--- config.mk ---
export PLATFORM = sky130hd
export DESIGN_NAME = wav_header_parser
export DESIGN_NICKNAME = d
export VERILOG_FILES = /design/src/design/wavhp_pkg.sv /design/src/design/wavhp_front.sv /design/src/design/wavhp_div.sv /design/src/design/wavhp_back.sv /design/src/design/wav_header_parser.sv
export SDC_FILE = /design/constraint.sdc
export NUM_CORES = 2
export LEC_CHECK = 0
export BUFFER_PORTS_ARGS = -buffer_cell sky130_fd_sc_hd__buf_4
export CELL_PAD_IN_SITES_DETAIL_PLACEMENT = 0
export CELL_PAD_IN_SITES_GLOBAL_PLACEMENT = 2
export CORE_ASPECT_RATIO = 1.2
export CORE_MARGIN = 8
export CORE_UTILIZATION = 44
export CTS_BUF_LIST = sky130_fd_sc_hd__clkbuf_8
export DETAILED_ROUTE_END_ITERATION = 16
export PLACE_DENSITY_LB_ADDON = 0.1
export SLEW_MARGIN = 20
export SYNTH_ARGS = -nofsm -noshare
export SYNTH_HDL_FRONTEND = slang
export SYNTH_HIERARCHICAL = 1
export SYNTH_SLANG_ARGS = --single-unit
--- constraint.sdc ---
create_clock -name clk -period 23.8 [get_ports clk]
set_clock_uncertainty 0.1 [all_clocks]
set_input_delay 1.19 -clock clk [delete_from_list [all_inputs] [get_ports clk]]
set_output_delay 1.19 -clock clk [all_outputs]
set_load 0.005 [all_outputs]
--- src/design/wavhp_pkg.sv ---
// shared types and constants for the wave header parser
// no dependencies
package wavhp_pkg;

    typedef enum logic [2:0] {
        PH_IDLE,
        PH_HEAD,
        PH_EXT,
        PH_SKIP,
        PH_DTAG,
        PH_DSIZE
    } phase_t;

    localparam logic [3:0] ST_VALID     = 4'd0;
    localparam logic [3:0] ST_RIFF      = 4'd1;
    localparam logic [3:0] ST_WAVE      = 4'd2;
    localparam logic [3:0] ST_FMT_ID    = 4'd3;
    localparam logic [3:0] ST_TAG       = 4'd4;
    localparam logic [3:0] ST_CHANNELS  = 4'd5;
    localparam logic [3:0] ST_RATE      = 4'd6;
    localparam logic [3:0] ST_BITS      = 4'd7;
    localparam logic [3:0] ST_EXTRA     = 4'd8;
    localparam logic [3:0] ST_FACT      = 4'd9;
    localparam logic [3:0] ST_DATA_ID   = 4'd10;
    localparam logic [3:0] ST_SIZE      = 4'd11;
    localparam logic [3:0] ST_TRUNCATED = 4'd12;

    localparam logic [31:0] TAG_RIFF = 32'h4646_4952;
    localparam logic [31:0] TAG_WAVE = 32'h4556_4157;
    localparam logic [31:0] TAG_FMT  = 32'h2074_6D66;
    localparam logic [31:0] TAG_FACT = 32'h7463_6166;
    localparam logic [31:0] TAG_DATA = 32'h6174_6164;

    localparam logic [31:0] FMT_LEN_PLAIN = 32'h10;
    localparam logic [31:0] OFFSET_FMT    = 32'd36;
    localparam logic [31:0] OFFSET_FACT   = 32'd46;
    localparam logic [31:0] TAG_BYTES     = 32'd4;

    localparam logic [1:0] REG_MIN_RATE  = 2'd0;
    localparam logic [1:0] REG_MAX_RATE  = 2'd1;
    localparam logic [1:0] REG_TIMER_HZ  = 2'd2;
    localparam logic [1:0] REG_MAX_DATA  = 2'd3;

    localparam logic [31:0] RST_MIN_RATE = 32'd8000;
    localparam logic [31:0] RST_MAX_RATE = 32'd50000;
    localparam logic [31:0] RST_TIMER_HZ = 32'd48000000;
    localparam logic [31:0] RST_MAX_DATA = 32'd50000;

    localparam int QDEPTH = 2;

    typedef struct packed {
        logic [7:0] data;
        logic       start;
        logic       last;
    } item_t;

    typedef struct packed {
        logic        start;
        logic [31:0] dividend;
        logic [31:0] divisor;
    } div_req_t;

    typedef struct packed {
        logic        busy;
        logic        done;
        logic [31:0] quotient;
    } div_rsp_t;

endpackage

--- src/design/wavhp_front.sv ---
// input side: accepts bytes and queues them for the parser
// depends on wavhp_pkg
module wavhp_front
    import wavhp_pkg::*;
(
    input  logic       clk,
    input  logic       rst_n,
    input  logic       in_valid,
    output logic       in_ready,
    input  logic [7:0] header_byte,
    input  logic       file_start,
    input  logic       file_end,
    output logic       q_valid,
    output item_t      q_item,
    input  logic       q_pop
);

    item_t      mem_reg [QDEPTH];
    logic       wr_ptr_reg, wr_ptr_next;
    logic       rd_ptr_reg, rd_ptr_next;
    logic [1:0] count_reg, count_next;
    logic       push;
    logic       pop;

    assign in_ready = (count_reg != 2'(QDEPTH));
    assign push     = in_valid && in_ready;
    assign q_valid  = (count_reg != 2'd0);
    assign pop      = q_pop && q_valid;
    assign q_item   = mem_reg[rd_ptr_reg];

    always_comb
    begin
        wr_ptr_next = push ? ~wr_ptr_reg : wr_ptr_reg;
        rd_ptr_next = pop ? ~rd_ptr_reg : rd_ptr_reg;
        count_next  = count_reg + 2'(push) - 2'(pop);
    end

    always_ff @(posedge clk)
    begin
        if (push)
        begin
            mem_reg[wr_ptr_reg] <= '{data: header_byte, start: file_start, last: file_end};
        end
    end

    always_ff @(posedge clk or negedge rst_n)
    begin
        if (!rst_n)
        begin
            wr_ptr_reg <= 1'b0;
            rd_ptr_reg <= 1'b0;
            count_reg  <= 2'd0;
        end
        else
        begin
            wr_ptr_reg <= wr_ptr_next;
            rd_ptr_reg <= rd_ptr_next;
            count_reg  <= count_next;
        end
    end

endmodule

--- src/design/wavhp_div.sv ---
// radix-2 restoring divider, one quotient bit per cycle
// depends on wavhp_pkg
module wavhp_div
    import wavhp_pkg::*;
(
    input  logic     clk,
    input  logic     rst_n,
    input  div_req_t req,
    output div_rsp_t rsp
);

    logic        busy_reg, busy_next;
    logic        done_reg, done_next;
    logic [4:0]  cnt_reg, cnt_next;
    logic [32:0] rem_reg, rem_next;
    logic [31:0] quo_reg, quo_next;
    logic [31:0] dsr_reg, dsr_next;
    logic [32:0] trial;
    logic [32:0] diff;

    always_comb
    begin
        busy_next = busy_reg;
        done_next = 1'b0;
        cnt_next  = cnt_reg;
        rem_next  = rem_reg;
        quo_next  = quo_reg;
        dsr_next  = dsr_reg;
        trial     = {rem_reg[31:0], quo_reg[31]};
        diff      = trial - {1'b0, dsr_reg};
        if (req.start)
        begin
            busy_next = 1'b1;
            cnt_next  = 5'd0;
            rem_next  = '0;
            quo_next  = req.dividend;
            dsr_next  = req.divisor;
        end
        else if (busy_reg)
        begin
            if (!diff[32])
            begin
                rem_next = diff;
                quo_next = {quo_reg[30:0], 1'b1};
            end
            else
            begin
                rem_next = trial;
                quo_next = {quo_reg[30:0], 1'b0};
            end
            cnt_next = cnt_reg + 5'd1;
            if (cnt_reg == 5'd31)
            begin
                busy_next = 1'b0;
                done_next = 1'b1;
            end
        end
    end

    always_ff @(posedge clk)
    begin
        rem_reg <= rem_next;
        quo_reg <= quo_next;
        dsr_reg <= dsr_next;
    end

    always_ff @(posedge clk or negedge rst_n)
    begin
        if (!rst_n)
        begin
            busy_reg <= 1'b0;
            done_reg <= 1'b0;
            cnt_reg  <= 5'd0;
        end
        else
        begin
            busy_reg <= busy_next;
            done_reg <= done_next;
            cnt_reg  <= cnt_next;
        end
    end

    assign rsp = '{busy: busy_reg, done: done_reg, quotient: quo_reg};

endmodule

--- src/design/wavhp_back.sv ---
// parse sequencer: checks header words in file order and holds the result
// depends on wavhp_pkg
module wavhp_back
    import wavhp_pkg::*;
(
    input  logic        clk,
    input  logic        rst_n,
    input  logic        q_valid,
    input  item_t       q_item,
    output logic        q_pop,
    input  logic [31:0] min_rate,
    input  logic [31:0] max_rate,
    input  logic [31:0] timer_hz,
    input  logic [31:0] max_data,
    output div_req_t    div_req,
    input  div_rsp_t    div_rsp,
    output logic        out_valid,
    input  logic        out_ready,
    output logic [3:0]  status,
    output logic [31:0] sample_rate,
    output logic [31:0] byte_rate,
    output logic [15:0] block_align,
    output logic [15:0] bits_per_sample,
    output logic [31:0] data_bytes,
    output logic [31:0] data_offset,
    output logic [31:0] timer_reload
);

    phase_t      phase_reg, phase_next;
    logic [5:0]  pos_reg, pos_next;
    logic [31:0] shift_reg, shift_next;
    logic        ext_reg, ext_next;
    logic [31:0] skip_reg, skip_next;
    logic [31:0] rate_reg, rate_next;
    logic [31:0] brate_reg, brate_next;
    logic [15:0] align_reg, align_next;
    logic [15:0] bits_reg, bits_next;
    logic [31:0] off_reg, off_next;
    logic [31:0] reload_reg;

    logic        ovalid_reg;
    logic        owait_reg;
    logic [3:0]  ost_reg;
    logic [31:0] orate_reg, obrate_reg, odata_reg, ooff_reg, oreload_reg;
    logic [15:0] oalign_reg, obits_reg;

    logic        active;
    logic        emit;
    logic [3:0]  st;
    logic [31:0] data;
    logic [31:0] acc;
    logic [15:0] half;
    logic        start_div;
    logic        stall;
    logic        consume;

    always_comb
    begin
        phase_next = phase_reg;
        pos_next   = pos_reg;
        shift_next = shift_reg;
        ext_next   = ext_reg;
        skip_next  = skip_reg;
        rate_next  = rate_reg;
        brate_next = brate_reg;
        align_next = align_reg;
        bits_next  = bits_reg;
        off_next   = off_reg;
        active     = (phase_reg != PH_IDLE);
        emit       = 1'b0;
        st         = ST_VALID;
        data       = '0;
        start_div  = 1'b0;
        if (q_item.start)
        begin
            phase_next = PH_HEAD;
            pos_next   = '0;
            shift_next = '0;
            ext_next   = 1'b0;
            skip_next  = '0;
            rate_next  = '0;
            brate_next = '0;
            align_next = '0;
            bits_next  = '0;
            off_next   = '0;
            active     = 1'b1;
        end
        acc  = {q_item.data, shift_next[31:8]};
        half = acc[31:16];
        shift_next = acc;
        case (phase_next)
            PH_HEAD:
            begin
                case (pos_next)
                    6'd3:  if (acc != TAG_RIFF) begin emit = 1'b1; st = ST_RIFF; end
                    6'd11: if (acc != TAG_WAVE) begin emit = 1'b1; st = ST_WAVE; end
                    6'd15: if (acc != TAG_FMT) begin emit = 1'b1; st = ST_FMT_ID; end
                    6'd19: ext_next = (acc != FMT_LEN_PLAIN);
                    6'd21: if (half != 16'd1) begin emit = 1'b1; st = ST_TAG; end
                    6'd23: if (half != 16'd1) begin emit = 1'b1; st = ST_CHANNELS; end
                    6'd27:
                    begin
                        rate_next = acc;
                        if (acc < min_rate || acc > max_rate)
                        begin
                            emit = 1'b1;
                            st   = ST_RATE;
                        end
                        else
                        begin
                            start_div = 1'b1;
                        end
                    end
                    6'd31: brate_next = acc;
                    6'd33: align_next = half;
                    6'd35:
                    begin
                        bits_next = half;
                        if (half != 16'd8 && half != 16'd16)
                        begin
                            emit = 1'b1;
                            st   = ST_BITS;
                        end
                        else
                        begin
                            off_next = OFFSET_FMT;
                            if (ext_next)
                            begin
                                phase_next = PH_EXT;
                            end
                            else
                            begin
                                phase_next = PH_DTAG;
                            end
                        end
                    end
                    default:
                    begin
                    end
                endcase
                if (phase_next == PH_DTAG)
                begin
                    pos_next = '0;
                end
                else
                begin
                    pos_next = pos_next + 6'd1;
                end
            end
            PH_EXT:
            begin
                case (pos_next)
                    6'd37: if (half != 16'd0) begin emit = 1'b1; st = ST_EXTRA; end
                    6'd41: if (acc != TAG_FACT) begin emit = 1'b1; st = ST_FACT; end
                    6'd45:
                    begin
                        off_next   = OFFSET_FACT + acc;
                        skip_next  = acc;
                        phase_next = (acc != '0) ? PH_SKIP : PH_DTAG;
                    end
                    default:
                    begin
                    end
                endcase
                if (phase_next == PH_EXT)
                begin
                    pos_next = pos_next + 6'd1;
                end
                else
                begin
                    pos_next = '0;
                end
            end
            PH_SKIP:
            begin
                skip_next = skip_next - 32'd1;
                if (skip_next == '0)
                begin
                    phase_next = PH_DTAG;
                    pos_next   = '0;
                end
            end
            PH_DTAG:
            begin
                if (pos_next == 6'd3)
                begin
                    off_next = off_next + TAG_BYTES;
                    if (acc != TAG_DATA)
                    begin
                        emit = 1'b1;
                        st   = ST_DATA_ID;
                    end
                    else
                    begin
                        phase_next = PH_DSIZE;
                        pos_next   = '0;
                    end
                end
                else
                begin
                    pos_next = pos_next + 6'd1;
                end
            end
            PH_DSIZE:
            begin
                if (pos_next == 6'd3)
                begin
                    emit = 1'b1;
                    if (acc > max_data)
                    begin
                        st = ST_SIZE;
                    end
                    else
                    begin
                        off_next = off_next + TAG_BYTES;
                        data     = acc;
                        st       = ST_VALID;
                    end
                end
                else
                begin
                    pos_next = pos_next + 6'd1;
                end
            end
            default:
            begin
                active = 1'b0;
            end
        endcase
        if (!emit && q_item.last)
        begin
            emit = 1'b1;
            st   = ST_TRUNCATED;
        end
        if (emit)
        begin
            phase_next = PH_IDLE;
        end
        emit      = emit && active;
        start_div = start_div && active;
    end

    assign stall   = active && ((q_item.start && (div_rsp.busy || div_rsp.done))
                             || (emit && ovalid_reg));
    assign consume = q_valid && !stall;
    assign q_pop   = consume;

    assign div_req = '{start: consume && start_div, dividend: timer_hz, divisor: acc};

    always_ff @(posedge clk)
    begin
        if (consume && emit)
        begin
            ost_reg    <= st;
            orate_reg  <= rate_next;
            obrate_reg <= brate_next;
            oalign_reg <= align_next;
            obits_reg  <= bits_next;
            odata_reg  <= data;
            ooff_reg   <= off_next;
        end
        if (div_rsp.done && (owait_reg || (consume && emit)))
        begin
            oreload_reg <= div_rsp.quotient - 32'd1;
        end
        else if (consume && emit)
        begin
            oreload_reg <= q_item.start ? '0 : reload_reg;
        end
    end

    always_ff @(posedge clk or negedge rst_n)
    begin
        if (!rst_n)
        begin
            phase_reg  <= PH_IDLE;
            pos_reg    <= '0;
            shift_reg  <= '0;
            ext_reg    <= 1'b0;
            skip_reg   <= '0;
            rate_reg   <= '0;
            brate_reg  <= '0;
            align_reg  <= '0;
            bits_reg   <= '0;
            off_reg    <= '0;
            reload_reg <= '0;
            ovalid_reg <= 1'b0;
            owait_reg  <= 1'b0;
        end
        else
        begin
            if (consume && active)
            begin
                phase_reg <= phase_next;
                pos_reg   <= pos_next;
                shift_reg <= shift_next;
                ext_reg   <= ext_next;
                skip_reg  <= skip_next;
                rate_reg  <= rate_next;
                brate_reg <= brate_next;
                align_reg <= align_next;
                bits_reg  <= bits_next;
                off_reg   <= off_next;
            end
            if (div_rsp.done)
            begin
                reload_reg <= div_rsp.quotient - 32'd1;
            end
            else if (consume && q_item.start)
            begin
                reload_reg <= '0;
            end
            if (consume && emit)
            begin
                ovalid_reg <= 1'b1;
                owait_reg  <= div_rsp.busy || start_div;
            end
            else
            begin
                if (out_valid && out_ready)
                begin
                    ovalid_reg <= 1'b0;
                end
                if (div_rsp.done)
                begin
                    owait_reg <= 1'b0;
                end
            end
        end
    end

    assign out_valid       = ovalid_reg && !owait_reg;
    assign status          = ost_reg;
    assign sample_rate     = orate_reg;
    assign byte_rate       = obrate_reg;
    assign block_align     = oalign_reg;
    assign bits_per_sample = obits_reg;
    assign data_bytes      = odata_reg;
    assign data_offset     = ooff_reg;
    assign timer_reload    = oreload_reg;

endmodule

--- src/design/wav_header_parser.sv ---
// wave header parser top level: config registers, input queue, parser, divider
// one byte per cycle when no result is pending; a result is offered the cycle after the parser
// takes its last byte, which with an empty queue first passes through the input queue register
// timer reload comes from a serial divider started by the rate field;
// a result or a new file start that arrives while it runs waits for it
// async active-low reset clears all control state and restores register defaults
module wav_header_parser
    import wavhp_pkg::*;
(
    input  logic        clk,
    input  logic        rst_n,
    input  logic        in_valid,
    output logic        in_ready,
    input  logic [7:0]  header_byte,
    input  logic        file_start,
    input  logic        file_end,
    output logic        out_valid,
    input  logic        out_ready,
    output logic [3:0]  status,
    output logic [31:0] sample_rate,
    output logic [31:0] byte_rate,
    output logic [15:0] block_align,
    output logic [15:0] bits_per_sample,
    output logic [31:0] data_bytes,
    output logic [31:0] data_offset,
    output logic [31:0] timer_reload,
    input  logic        cfg_valid,
    output logic        cfg_ready,
    input  logic [7:0]  cfg_index,
    input  logic [31:0] cfg_data
);

    logic [31:0] min_rate_reg, max_rate_reg, timer_hz_reg, max_data_reg;
    logic        q_valid;
    item_t       q_item;
    logic        q_pop;
    div_req_t    div_req;
    div_rsp_t    div_rsp;

    assign cfg_ready = 1'b1;

    always_ff @(posedge clk or negedge rst_n)
    begin
        if (!rst_n)
        begin
            min_rate_reg <= RST_MIN_RATE;
            max_rate_reg <= RST_MAX_RATE;
            timer_hz_reg <= RST_TIMER_HZ;
            max_data_reg <= RST_MAX_DATA;
        end
        else if (cfg_valid && cfg_index[7:2] == 6'd0)
        begin
            case (cfg_index[1:0])
                REG_MIN_RATE: min_rate_reg <= cfg_data;
                REG_MAX_RATE: max_rate_reg <= cfg_data;
                REG_TIMER_HZ: timer_hz_reg <= cfg_data;
                REG_MAX_DATA: max_data_reg <= cfg_data;
                default:
                begin
                end
            endcase
        end
    end

    wavhp_front u_front (
        .clk         (clk),
        .rst_n       (rst_n),
        .in_valid    (in_valid),
        .in_ready    (in_ready),
        .header_byte (header_byte),
        .file_start  (file_start),
        .file_end    (file_end),
        .q_valid     (q_valid),
        .q_item      (q_item),
        .q_pop       (q_pop)
    );

    wavhp_div u_div (
        .clk   (clk),
        .rst_n (rst_n),
        .req   (div_req),
        .rsp   (div_rsp)
    );

    wavhp_back u_back (
        .clk             (clk),
        .rst_n           (rst_n),
        .q_valid         (q_valid),
        .q_item          (q_item),
        .q_pop           (q_pop),
        .min_rate        (min_rate_reg),
        .max_rate        (max_rate_reg),
        .timer_hz        (timer_hz_reg),
        .max_data        (max_data_reg),
        .div_req         (div_req),
        .div_rsp         (div_rsp),
        .out_valid       (out_valid),
        .out_ready       (out_ready),
        .status          (status),
        .sample_rate     (sample_rate),
        .byte_rate       (byte_rate),
        .block_align     (block_align),
        .bits_per_sample (bits_per_sample),
        .data_bytes      (data_bytes),
        .data_offset     (data_offset),
        .timer_reload    (timer_reload)
    );

endmodule
==> flow_summary.json <==
{
  "initial_utilization": 0.4423,
  "worst_pin_slew_ns": 1.082,
  "clk-insertion-delay-late_ns": 0.75,
  "cts.sink_count": 679,
  "overflow": 0,
  "grt_pass1_wl_um": 186200,
  "finalHoldViolCount": 0,
  "drt-initial-drc-count": 2398,
  "hold_end": "u_back/brate_reg[18]",
  "min_period_ns": 8.227,
  "dieWidth_um": 277.4,
  "rrSetupSlack_ns": 15.57,
  "r2r-end": "u_div/quo_reg[24]",
  "required_ns": 24.20,
  "hold_class": "reg2reg",
  "antenna_found_initial": 5,
  "p_per_area_mw_per_mm2": 100.2,
  "startpoint_type": "flip-flop",
  "rr_worst_depth": 19,
  "outcome": "completed",
  "synth_cells": 3596,
  "arrival_ns": 8.62,
  "grt_max_degree": 114,
  "relSlewSlack": 0.2789,
  "dpl.cell_count": 4723,
  "p_int_mw": 2.501,
  "synth_edf_count": 280,
  "hp-start": "u_back/brate_reg[18]",
  "yosysTopAreaCell": "dfrtp_1",
  "core_area_mm2": 0.08158,
  "ys_ff_latch": 679,
  "post-cts-setup-buffer-count": 0,
  "swShare": 0.3921,
  "cts-root-buf": "clkbuf_8",
  "vias": 28802,
  "critPathKind": "reg2reg",
  "hold_buffers": 0,
  "cts_tree": "yes",
  "post-route-period-util": 0.3457,
  "fp-row-count": 115,
  "final_cells": 4941,
  "drtPass1Iterations": 7,
  "power_frac_comb": 0.347,
  "synth_nets": 3786,
  "fmax_mhz": 121.6,
  "synth_flop_cell": "dfrtp_1",
  "cts.clk_slew.worst_paths_ns": 0.06,
  "power_switching_mw": 1.614,
  "postRouteAntennaNets": 0,
  "synth_area_leaders": "dfrtp_1 (24%), edfxtp_1 (23%), nand2_1 (6.1%), mux2_2 (5.5%), ha_1 (4.6%)",
  "p_seq_frac": 0.399,
  "crit_fanout": 54,
  "clock_path_buffers": 3,
  "utilization": 0.5032,
  "post-route-drc-count": 0,
  "cts_resized": 0,
  "p_leak_nw": 17.51,
  "yosysSeqAreaShare": 0.5063,
  "areaGrowthSynthToFinish_pct": 13.77,
  "max-vdd-ir-drop_uv": 113.6,
  "io_buffer_count": 252,
  "rsz0062_at_grt": "false",
  "dpl.hpwl_um": 86780,
  "synthArstFlopShare": 0.5405,
  "drive_above_1_share": 0.1955,
  "grt_usage": 0.2644,
  "h-tree-depth": 3,
  "tns_ns": 0,
  "nNetsFinal": 3974,
  "hold_path_depth": 2,
  "pwr-share-clk": 0.254,
  "syn_avg_cell_area_um2": 10.03,
  "setup_viol": 0,
  "die_area_mm2": 0.09147,
  "dieHeight_um": 329.7,
  "synth_cell_type_count": 110,
  "ios": 254,
  "cts_buffers": 111,
  "via_per_inst": 5.829,
  "yosys_warnings": 6,
  "wl_per_cell_um": 25.22,
  "routed_wl_um": 124600,
  "routabilityCongestion": 0.9277,
  "netlist_area_mm2": 0.03608,
  "layout_commonest_cell": "nand2_1",
  "endpoint_kind": "flip-flop",
  "maxCapViolCount": 0,
  "grt_pass1_vias": 29170,
  "drv_slew": 0,
  "regToRegStartpoint": "u_front/rd_ptr_reg",
  "synth_top_cell_area_share": 0.2351,
  "layout_common_cells": "nand2_1 (589), dfrtp_1 (338), buf_4 (320)"
}
## critical path: stages, from the launching register on
cell      delay (ns)
dfrtp_1         0.64
mux2_4          0.38
clkinv_2        0.37
buf_4           0.63
buf_4           0.57
nand2_1         0.20
inv_1           0.25
ha_1            0.20
nand4_1         0.12
nor4_1          0.65
nand3_1         0.14
o21ai_0         0.34
nor4_1          0.14
o31ai_1         0.60
nand2b_1        0.30
a21boi_0        0.37
o211a_4         0.19
buf_4           0.57
buf_4           0.69
mux2_2          0.42
## stage by stage
stage	instance area [µm²]	hold WS [ns]	setup WS [ns]	power, mW
floorplan	36080	0.3456	15.21	2.392
global placement	38680	0.3569	15.95	3.057
detailed placement	38710	0.3622	15.70	3.074
CTS	41000	0.3768	15.70	4.139
global route	41050	0.3905	15.17	4.314
finish	41050	0.3729	15.57	4.115
## synth_stat cells (30+ instances only)
cell type and count:
nand3_1 113, clkbuf_1 117, o21ai_1 45, nor4_1 38, ha_1 134, dfxtp_1 32
mux2i_1 30, nand4_1 55, nor3_1 50, o21ai_0 160, buf_4 50, nand2_1 589
buf_2 58, xor2_1 38, nor2_1 257, and3_1 32, mux2_2 175, xnor2_1 65
a21oi_1 169, edfxtp_1 280, inv_1 180, dfrtp_1 339
## how the worst max path moves through the flow
stage                                end               start  slack [ns]  cells past startpoint
2_1_floorplan  u_back/bits_per_sample[0]  u_front/rd_ptr_reg       15.21                     21
3_3_place_gp           u_div/quo_reg[26]  u_front/rd_ptr_reg       15.95                     19
3_5_place_dp           u_div/quo_reg[24]  u_front/rd_ptr_reg       15.70                     19
4_1_cts                u_div/quo_reg[24]  u_front/rd_ptr_reg       15.70                     19
5_1_grt                u_div/quo_reg[28]  u_front/rd_ptr_reg       15.17                     19
6_report               u_div/quo_reg[24]  u_front/rd_ptr_reg       15.57                     19
## power groups by stage
stage                     sequential, mW  clock, mW  combinational (mW)
after floorplan                     1.61          0               0.780
after global placement              1.66          0                1.40
after detailed placement            1.66          0                1.41
after CTS                           1.64       1.08                1.42
after global routing                1.66       1.12                1.53
final                               1.64       1.05                1.43
## kinds of logic (layout without fill, tap and decap cells)
group,after synthesis,count (layout),synth area share
AND/OR/NAND/NOR,1312,1312,0.1706
AO/OA/AOI/OAI,702,702,0.1266
flip-flops,679,679,0.5063
buffers and inverters,431,718,0.05271
multiplexers,232,232,0.07147
adder cells (fa/ha/maj),136,136,0.04730
XOR/XNOR,103,103,0.02500
other,1,6,0.0001039
## final cells by class
| type | count | area, µm² |
|---|---|---|
| antenna | 5 | 12.51 |
| clock buffer | 132 | 1817 |
| clock inverter | 80 | 479.2 |
| fill | 7473 | 40530 |
| inverter | 183 | 693.2 |
| multi-input combinational | 2486 | 15990 |
| sequential | 679 | 18270 |
| tap | 1053 | 1318 |
| timing repair buffer | 323 | 2472 |
## per-layer routing
layer / share of wire / wire length, µm / global-route usage
met2: 0.49 / 60750 / 0.4528
met4: 0.050 / 6175 / 0.1263
met3: 0.047 / 5917 / 0.03920
met1: 0.42 / 51760 / 0.3273
met5: 0.00010 / 13 / 0
Power figures use the tool's default switching activity.
